<file path="src/design/lir_pkg.sv">
package lir_pkg;

    localparam int TIME_W          = 32;
    localparam int VAL_W           = 16;
    localparam int STEP_W          = 16;
    localparam int MAX_PER_SEG_DEF = 64;

    // divider: 32-bit partial remainder, up to 32 steps
    localparam int DIV_W     = 32;
    localparam int DIV_CNT_W = 6;
    localparam logic [DIV_CNT_W-1:0] DIV_STEPS_INTERP = 6'd16;
    localparam logic [DIV_CNT_W-1:0] DIV_STEPS_MOD    = 6'd32;

    localparam logic [STEP_W-1:0] TIME_STEP_RESET = 16'd1;

    typedef struct packed {
        logic [TIME_W-1:0]       sample_time;
        logic signed [VAL_W-1:0] sample_value;
        logic                    end_of_record;
    } in_item_t;

    typedef struct packed {
        logic [TIME_W-1:0]       out_time;
        logic signed [VAL_W-1:0] out_value;
        logic                    last_of_run;
        logic                    segment_capped;
    } out_item_t;

    typedef struct packed {
        logic                 start;
        logic [DIV_W-1:0]     rem_init;
        logic [DIV_W-1:0]     shift_init;
        logic [DIV_W-1:0]     den;
        logic [DIV_CNT_W-1:0] steps;
    } div_req_t;

    typedef struct packed {
        logic             busy;
        logic             done;
        logic [DIV_W-1:0] quo;
        logic [DIV_W-1:0] rem;
    } div_rsp_t;

endpackage

</file>
<file path="src/design/lir_div.sv">
module lir_div (
    input  logic              aclk,
    input  logic              aresetn,
    input  lir_pkg::div_req_t req,
    output lir_pkg::div_rsp_t rsp
);
    import lir_pkg::*;

    logic [DIV_W-1:0]     rem_reg, rem_next;
    logic [DIV_W-1:0]     sh_reg, sh_next;
    logic [DIV_W-1:0]     den_reg, den_next;
    logic [DIV_CNT_W-1:0] cnt_reg, cnt_next;
    logic                 done_reg, done_next;

    logic [DIV_W:0]   cand;
    logic [DIV_W+1:0] trial;

    // one restoring step per cycle: shift in next numerator bit, try subtract
    // divisor is held for the whole operation
    always_comb begin
        cand      = {rem_reg, sh_reg[DIV_W-1]};
        trial     = {1'b0, cand} - {2'b00, den_reg};
        rem_next  = rem_reg;
        sh_next   = sh_reg;
        den_next  = den_reg;
        cnt_next  = cnt_reg;
        done_next = 1'b0;
        if (req.start) begin
            rem_next = req.rem_init;
            sh_next  = req.shift_init;
            den_next = req.den;
            cnt_next = req.steps;
        end else if (cnt_reg != '0) begin
            if (!trial[DIV_W+1]) begin
                rem_next = trial[DIV_W-1:0];
                sh_next  = {sh_reg[DIV_W-2:0], 1'b1};
            end else begin
                rem_next = cand[DIV_W-1:0];
                sh_next  = {sh_reg[DIV_W-2:0], 1'b0};
            end
            cnt_next  = cnt_reg - DIV_CNT_W'(1);
            done_next = (cnt_reg == DIV_CNT_W'(1));
        end
    end

    always_ff @(posedge aclk) begin
        if (!aresetn) begin
            cnt_reg  <= '0;
            done_reg <= 1'b0;
        end else begin
            cnt_reg  <= cnt_next;
            done_reg <= done_next;
        end
        rem_reg <= rem_next;
        sh_reg  <= sh_next;
        den_reg <= den_next;
    end

    assign rsp.busy = (cnt_reg != '0);
    assign rsp.done = done_reg;
    assign rsp.quo  = sh_reg;
    assign rsp.rem  = rem_reg;

endmodule

</file>
<file path="src/design/linear_interp_uniform_resampler.sv">
// an accepted item passes ST_CHECK, ST_MUL, ST_DIVS, ST_DIVW and ST_PUSH to its first result,
// each further result repeats ST_MUL to ST_PUSH, and ST_PUSH waits while the output is held;
// ST_CHECK sends a segment with no results to ST_FINISH; a capped one skips ahead via ST_SKIPS
// and ST_SKIPW; the shared restoring divider runs 16 steps per result and 32 for the skip
// an item that starts a record or closes no segment stays in ST_IDLE, the only state taking items
// reset: aresetn is synchronous and active low; it clears the record and sets time_step to 1
module linear_interp_uniform_resampler #(
    parameter int MAX_PER_SEGMENT = lir_pkg::MAX_PER_SEG_DEF
) (
    input  logic                          aclk,
    input  logic                          aresetn,
    // input points
    input  logic                          s_valid,
    output logic                          s_ready,
    input  lir_pkg::in_item_t             s_data,
    // resampled outputs
    output logic                          m_valid,
    input  logic                          m_ready,
    output lir_pkg::out_item_t            m_data,
    // time_step register write
    input  logic                          cfg_valid,
    output logic                          cfg_ready,
    input  logic [lir_pkg::STEP_W-1:0]    cfg_data
);
    import lir_pkg::*;

    localparam int CNT_W = $clog2(MAX_PER_SEGMENT + 1);

    typedef enum logic [3:0] {
        ST_IDLE,
        ST_CHECK,
        ST_MUL,
        ST_DIVS,
        ST_DIVW,
        ST_PUSH,
        ST_SKIPS,
        ST_SKIPW,
        ST_FINISH
    } state_t;

    state_t state_reg, state_next;

    logic [STEP_W-1:0]       time_step_reg, time_step_next;
    logic [TIME_W-1:0]       prev_time_reg, prev_time_next;
    logic signed [VAL_W-1:0] prev_value_reg, prev_value_next;
    logic [TIME_W-1:0]       grid_reg, grid_next;
    logic                    have_prev_reg, have_prev_next;
    logic                    exh_reg, exh_next;

    // point being worked on
    logic [TIME_W-1:0]       cur_time_reg, cur_time_next;
    logic signed [VAL_W-1:0] cur_value_reg, cur_value_next;
    logic                    cur_eor_reg, cur_eor_next;
    logic                    dy_neg_reg, dy_neg_next;
    logic [VAL_W-1:0]        dy_mag_reg, dy_mag_next;
    logic [TIME_W+VAL_W-1:0] prod_reg, prod_next;
    logic signed [VAL_W-1:0] res_value_reg, res_value_next;
    logic [TIME_W-1:0]       res_time_reg, res_time_next;
    logic [CNT_W-1:0]        count_reg, count_next;

    logic                    m_valid_reg, m_valid_next;
    out_item_t               m_data_reg, m_data_next;

    div_req_t div_req;
    div_rsp_t div_rsp;

    logic [STEP_W-1:0]       step_eff;
    logic                    in_seg;
    logic                    at_cap;
    logic signed [VAL_W:0]   dy;
    logic [TIME_W:0]         grid_adv;
    logic [TIME_W:0]         grid_skip;
    logic [VAL_W+1:0]        quo_ext;
    logic [VAL_W+1:0]        val_sum;

    lir_div u_div (
        .aclk    (aclk),
        .aresetn (aresetn),
        .req     (div_req),
        .rsp     (div_rsp)
    );

    // zero spacing behaves as one tick
    assign step_eff = (time_step_reg == '0) ? STEP_W'(1) : time_step_reg;

    // current grid time still belongs to the open segment
    assign in_seg = !exh_reg && ((grid_reg < cur_time_reg) ||
                    ((grid_reg == cur_time_reg) && !cur_eor_reg));
    assign at_cap = (count_reg == CNT_W'(MAX_PER_SEGMENT - 1));

    assign dy = VAL_W'(0) + ({s_data.sample_value[VAL_W-1], s_data.sample_value}
              - {prev_value_reg[VAL_W-1], prev_value_reg});

    assign grid_adv  = {1'b0, grid_reg} + {{(TIME_W+1-STEP_W){1'b0}}, step_eff};
    // first grid time above the segment end: t - ((t - g) mod step) + step
    assign grid_skip = {1'b0, cur_time_reg} - {1'b0, div_rsp.rem}
                     + {{(TIME_W+1-STEP_W){1'b0}}, step_eff};

    assign quo_ext = {2'b00, div_rsp.quo[VAL_W-1:0]};
    assign val_sum = {{2{prev_value_reg[VAL_W-1]}}, prev_value_reg}
                   + (dy_neg_reg ? (~quo_ext + (VAL_W+2)'(1)) : quo_ext);

    // divider request: interpolation quotient or skip remainder
    always_comb begin
        div_req = '0;
        if (state_reg == ST_DIVS) begin
            div_req.start      = 1'b1;
            div_req.rem_init   = prod_reg[TIME_W+VAL_W-1:VAL_W];
            div_req.shift_init = {prod_reg[VAL_W-1:0], {(DIV_W-VAL_W){1'b0}}};
            div_req.den        = cur_time_reg - prev_time_reg;
            div_req.steps      = DIV_STEPS_INTERP;
        end else if (state_reg == ST_SKIPS) begin
            div_req.start      = 1'b1;
            div_req.rem_init   = '0;
            div_req.shift_init = cur_time_reg - grid_reg;
            div_req.den        = {{(DIV_W-STEP_W){1'b0}}, step_eff};
            div_req.steps      = DIV_STEPS_MOD;
        end
    end

    always_comb begin
        state_next      = state_reg;
        time_step_next  = time_step_reg;
        prev_time_next  = prev_time_reg;
        prev_value_next = prev_value_reg;
        grid_next       = grid_reg;
        have_prev_next  = have_prev_reg;
        exh_next        = exh_reg;
        cur_time_next   = cur_time_reg;
        cur_value_next  = cur_value_reg;
        cur_eor_next    = cur_eor_reg;
        dy_neg_next     = dy_neg_reg;
        dy_mag_next     = dy_mag_reg;
        prod_next       = prod_reg;
        res_value_next  = res_value_reg;
        res_time_next   = res_time_reg;
        count_next      = count_reg;
        m_valid_next    = m_valid_reg;
        m_data_next     = m_data_reg;

        // output register drains independently of the sequencer
        if (m_valid_reg && m_ready) begin
            m_valid_next = 1'b0;
        end

        if (cfg_valid) begin
            time_step_next = cfg_data;
        end

        case (state_reg)
            ST_IDLE: begin
                if (s_valid) begin
                    cur_time_next  = s_data.sample_time;
                    cur_value_next = s_data.sample_value;
                    cur_eor_next   = s_data.end_of_record;
                    dy_neg_next    = dy[VAL_W];
                    dy_mag_next    = dy[VAL_W] ? VAL_W'(-dy) : dy[VAL_W-1:0];
                    count_next     = '0;
                    if (!have_prev_reg) begin
                        // first point sets the grid origin
                        prev_time_next  = s_data.sample_time;
                        prev_value_next = s_data.sample_value;
                        grid_next       = s_data.sample_time;
                        exh_next        = 1'b0;
                        have_prev_next  = !s_data.end_of_record;
                    end else if (s_data.sample_time > prev_time_reg) begin
                        state_next = ST_CHECK;
                    end else begin
                        // zero width updates the value, backward time is ignored
                        if (s_data.sample_time == prev_time_reg) begin
                            prev_value_next = s_data.sample_value;
                        end
                        if (s_data.end_of_record) begin
                            have_prev_next = 1'b0;
                            exh_next       = 1'b0;
                        end
                    end
                end
            end
            ST_CHECK: begin
                state_next = in_seg ? ST_MUL : ST_FINISH;
            end
            ST_MUL: begin
                prod_next  = dy_mag_reg * (grid_reg - prev_time_reg);
                state_next = ST_DIVS;
            end
            ST_DIVS: begin
                state_next = ST_DIVW;
            end
            ST_DIVW: begin
                if (div_rsp.done) begin
                    res_value_next = val_sum[VAL_W-1:0];
                    res_time_next  = grid_reg;
                    if (grid_adv[TIME_W]) begin
                        exh_next = 1'b1;
                    end else begin
                        grid_next = grid_adv[TIME_W-1:0];
                    end
                    state_next = ST_PUSH;
                end
            end
            ST_PUSH: begin
                // flags follow from the already advanced grid
                if (!m_valid_reg || m_ready) begin
                    m_valid_next                = 1'b1;
                    m_data_next.out_time        = res_time_reg;
                    m_data_next.out_value       = res_value_reg;
                    m_data_next.last_of_run     = !in_seg || at_cap;
                    m_data_next.segment_capped  = in_seg && at_cap;
                    count_next                  = count_reg + CNT_W'(1);
                    if (!in_seg) begin
                        state_next = ST_FINISH;
                    end else if (at_cap) begin
                        state_next = ST_SKIPS;
                    end else begin
                        state_next = ST_MUL;
                    end
                end
            end
            ST_SKIPS: begin
                state_next = ST_SKIPW;
            end
            ST_SKIPW: begin
                if (div_rsp.done) begin
                    if (grid_skip[TIME_W]) begin
                        exh_next = 1'b1;
                    end else begin
                        grid_next = grid_skip[TIME_W-1:0];
                    end
                    state_next = ST_FINISH;
                end
            end
            ST_FINISH: begin
                prev_time_next  = cur_time_reg;
                prev_value_next = cur_value_reg;
                if (cur_eor_reg) begin
                    have_prev_next = 1'b0;
                    exh_next       = 1'b0;
                end
                state_next = ST_IDLE;
            end
            default: begin
                state_next = ST_IDLE;
            end
        endcase
    end

    always_ff @(posedge aclk) begin
        if (!aresetn) begin
            state_reg     <= ST_IDLE;
            time_step_reg <= TIME_STEP_RESET;
            have_prev_reg <= 1'b0;
            exh_reg       <= 1'b0;
            count_reg     <= '0;
            m_valid_reg   <= 1'b0;
        end else begin
            state_reg     <= state_next;
            time_step_reg <= time_step_next;
            have_prev_reg <= have_prev_next;
            exh_reg       <= exh_next;
            count_reg     <= count_next;
            m_valid_reg   <= m_valid_next;
        end
        prev_time_reg  <= prev_time_next;
        prev_value_reg <= prev_value_next;
        grid_reg       <= grid_next;
        cur_time_reg   <= cur_time_next;
        cur_value_reg  <= cur_value_next;
        cur_eor_reg    <= cur_eor_next;
        dy_neg_reg     <= dy_neg_next;
        dy_mag_reg     <= dy_mag_next;
        prod_reg       <= prod_next;
        res_value_reg  <= res_value_next;
        res_time_reg   <= res_time_next;
        m_data_reg     <= m_data_next;
    end

    assign s_ready   = (state_reg == ST_IDLE);
    assign cfg_ready = 1'b1;
    assign m_valid   = m_valid_reg;
    assign m_data    = m_data_reg;

`ifndef SYNTHESIS
    // a capped segment always ends the run of results
    a_capped_is_last: assert property (@(posedge aclk) disable iff (!aresetn)
        m_valid && m_data.segment_capped |-> m_data.last_of_run)
        else $error("segment_capped without last_of_run");

    // per-segment output count never passes the cap
    a_count_bound: assert property (@(posedge aclk) disable iff (!aresetn)
        count_reg <= CNT_W'(MAX_PER_SEGMENT))
        else $error("segment output count over cap");

    // divider is never restarted mid-operation
    a_div_free: assert property (@(posedge aclk) disable iff (!aresetn)
        div_req.start |-> !div_rsp.busy)
        else $error("divider started while busy");

    // new results only come from the push step
    a_push_origin: assert property (@(posedge aclk) disable iff (!aresetn)
        $rose(m_valid) |-> $past(state_reg == ST_PUSH))
        else $error("result appeared outside push");
`endif

endmodule
</file>
<file path="config.mk">
export PLATFORM = sky130hd
export DESIGN_NAME = linear_interp_uniform_resampler
export DESIGN_NICKNAME = d
export VERILOG_FILES = /design/src/design/lir_pkg.sv /design/src/design/lir_div.sv /design/src/design/linear_interp_uniform_resampler.sv
export SDC_FILE = /design/constraint.sdc
export NUM_CORES = 2
export LEC_CHECK = 0
export ABC_AREA = 0
export ABC_CLOCK_PERIOD_IN_PS = 13800
export BUFFER_PORTS_ARGS = -buffer_cell sky130_fd_sc_hd__buf_2
export CAP_MARGIN = 20
export CORE_MARGIN = 1.5
export CORE_UTILIZATION = 55
export DETAILED_ROUTE_END_ITERATION = 6
export PLACE_DENSITY = 0.72
export SETUP_SLACK_MARGIN = 0.15
export SLEW_MARGIN = 20
export SYNTH_ARGS = -nofsm -noshare
export SYNTH_HDL_FRONTEND = slang
export SYNTH_SLANG_ARGS = --single-unit
</file>
<file path="constraint.sdc">
create_clock -name aclk -period 13.8 [get_ports aclk]
set_input_delay 1.38 -clock aclk [delete_from_list [all_inputs] [get_ports aclk]]
set_output_delay 1.38 -clock aclk [all_outputs]
set_load 0.005 [all_outputs]
</file>
==> metrics.md <==
| Metric | Value |
|---|---|
| Status | complete, no violations |
| Hold buffers post-CTS | 0 |
| Share of layout cells above drive strength 1 | 7.43% |
| H-Tree Depth | 2 |
| Die Span X | 291 um |
| Remaining Overflow, GRT | 0 |
| Vias per cell | 5.85 |
| Yosys cell types | 85 |
| Initial drt markers | 2764 |
| Max incr delay on CP | 0.58 ns |
| Met1 Use GR | 40.3% |
| Relative slew slack | 25.7% |
| Synthesized flop and latch total | 425 |
| CTS tree | done |
| Max clock buf depth | 3 |
| Syn nets | 5662 |
| Number of global-route vias before repair | 35700 |
| Full die area | 84800 um^2 |
| Slowest-stage cell, CP | a211oi_2 |
| Slew @ Worst Pin | 1.11 ns |
| Routed Antenna Nets | 0 |
| Largest delay share family, worst path | compound AO/OA/AOI/OAI gates |
| Die height | 291 um |
| F_max | 0.101 GHz |
| Gr usage total | 30.6% |
| Nets | 5744 |
| Largest net degree at the start of global routing | 68 |
| RSZ-0062 raised after global routing | no |
| Layout area overhead | 7.60% |
| Cts bufs inserted | 45 |
| Ys async rst share | 0% |
| Crit-path most repeated cell | fa_1 |
| Largest register FFs | 50 |
| Final hold violations | 0 |
| PortBufs | 121 |
| Most frequent cells in the layout | 814 x inv_1, 514 x fa_1, 447 x nand2_1 |
| First-pass GRT wire length | 201 mm |
| Crit path arrival time | 10.31 ns |
| Met2 usage | 50.5% |
| HPWL after DPL | 98.7 mm |
| Critical path buffer and inverter count | 4 |
| Via Count | 34500 |
| Syn_area_per_cell | 9.71 um^2 |
| Post-synthesis cell count | 4704 |
| DR pass1 iterations | 6 |
| Post-Syn Area | 45700 um^2 |
| Commonest non-fill, non-tap cell in the layout | inv_1 |
| Final setup viols | 0 |
| DRC violations left | 0 |
| CTS Sinks | 425 |
| Site Rows | 105 |
| EDFF count, synth | 388 |
| Setup bufs post-CTS | 0 |
| Core Box Area | 82100 um^2 |
| CP Capture Type | flop |
| Worst Hold Class | reg2reg |
| Worst-Skew Late Latency | 0.62 ns |
| Sequential share of the synthesized area | 27.1% |
| Crit Path Max Fanout | 16 |
| CTS resizes | 0 |
| WP data required | 14.17 ns |
| Placer congestion estimate | 1.00 |
| Crit Path Class | reg2reg |
| Starting density of the core | 55.6% |
| CTS clock-pin slew for the worst setup and hold paths | 0.07 ns |
| Final Skew | 0.0410 ns |
| Type of origin of the critical path | flop |
| Setup_tns | 0 ns |
| Maxcap violations | 0 |
| Ys Warns | 0 |
| Period utilisation layout | 72.0% |
| Total wire length | 128 mm |
| # IOs | 123 |
| Crit path time final | 9.94 ns |
| Grt met3 use | 4.71% |
| Synth Flop Type | edfxtp_1 |
| Initial antenna violation count | 18 |
| Root buf cell | clkbuf_16 |
| Routed length per instance | 21.6 um |
| Gr busiest metal | met2 |
| Pins Over Slew Limit | 0 |
==> path summary, 6_finish.rpt <==
path | from | to | slack (ns) | cells after the start
max | grid_reg[1] | prod_reg[44] | 3.86 | 33
min | res_time_reg[27] | m_data[45] | 0.41 | 0
max reg2reg | grid_reg[1] | prod_reg[44] | 3.86 | 33
min reg2reg | res_time_reg[27] | m_data[45] | 0.41 | 0
==> layer usage <==
| metal | wire length (um) | vias to the layer above |
|---|---|---|
| li1 | - | 15700 |
| met1 | 52100 | 17000 |
| met2 | 59200 | 1399 |
| met3 | 10300 | 332 |
| met4 | 5920 | 14 |
| met5 | 93 | - |
==> synthesized netlist by cell type (all sizes together), types with 8 or more instances <==
| master | count | share of area (%) |
|---|---|---|
| a21o | 90 | 1.5 |
| o21a | 45 | 0.74 |
| nor3b | 11 | 0.18 |
| o21bai | 25 | 0.41 |
| clkbuf | 145 | 1.2 |
| inv | 817 | 6.7 |
| a21boi | 13 | 0.21 |
| mux2 | 49 | 1.2 |
| mux2i | 24 | 0.53 |
| ha | 374 | 10 |
| nor2 | 177 | 1.5 |
| o31a | 9 | 0.17 |
| or3 | 21 | 0.29 |
| nand2 | 447 | 3.7 |
| a21oi | 203 | 2.2 |
| nand3 | 68 | 0.74 |
| nor4 | 13 | 0.18 |
| xor2 | 93 | 1.8 |
| o221ai | 14 | 0.27 |
| dfxtp | 37 | 1.6 |
| o31ai | 24 | 0.39 |
| a22oi | 35 | 0.58 |
| or2 | 13 | 0.18 |
| edfxtp | 388 | 26 |
| nor3 | 53 | 0.58 |
| a22o | 16 | 0.31 |
| a31oi | 26 | 0.36 |
| o22ai | 21 | 0.29 |
| nand4 | 23 | 0.31 |
| o21ai | 199 | 2.2 |
| and3 | 31 | 0.42 |
| and2 | 249 | 3.4 |
| nand2b | 52 | 0.71 |
| o211ai | 15 | 0.26 |
| nor2b | 75 | 1.0 |
| fa | 514 | 23 |
| xnor2 | 178 | 3.4 |
| buf | 8 | 0.10 |
| a211oi | 25 | 0.42 |
==> stage by stage <==
step	cell area, um^2	worst slack (ns)	instances	util (%)	hold slack [ns]
detailed placement	47600	4.02	5809	58.0	0.405
finish	49200	3.86	5896	59.9	0.412
floorplan	45700	5.26	4704	-	0.400
CTS	49100	3.99	5891	59.8	0.411
global placement	47600	4.12	5809	58.0	0.401
global route	49100	3.31	5892	59.9	0.424
==> cells by family (layout without fill, tap and decap cells) <==
logic type      Yosys count  in the layout  synth area share (%)
xor+xnor                271            271                  5.20
fa+ha+maj               888            888                  32.8
other cells               1              6               0.00821
buf+inv                 970           1087                  8.01
simple gates           1250           1250                  13.5
flops                   425            425                  27.1
compound gates          826            826                  11.7
mux                      73             73                  1.73
==> worst register-to-register path, delay by kind of cell, from the launching register on <==
family / cells / cell delay, ns
flops: 1 / 0.54
fa+ha+maj: 8 / 3.67
buf+inv: 4 / 0.48
simple gates: 6 / 0.90
compound gates: 13 / 3.68
xor+xnor: 2 / 0.41
==> layout make-up <==
class | instances | area, um^2
multi-input cells | 3309 | 29700
diodes | 5 | 12.5
repair buffers | 188 | 1110
inverters | 817 | 3070
clock buffers | 50 | 1150
flip-flops and latches | 425 | 12400
well taps | 1070 | 1340
fillers | 7028 | 33000
clock inverters | 32 | 340
Power is not shown: default switching activity piles up to over one toggle a cycle in this logic, so the estimate is an artifact.
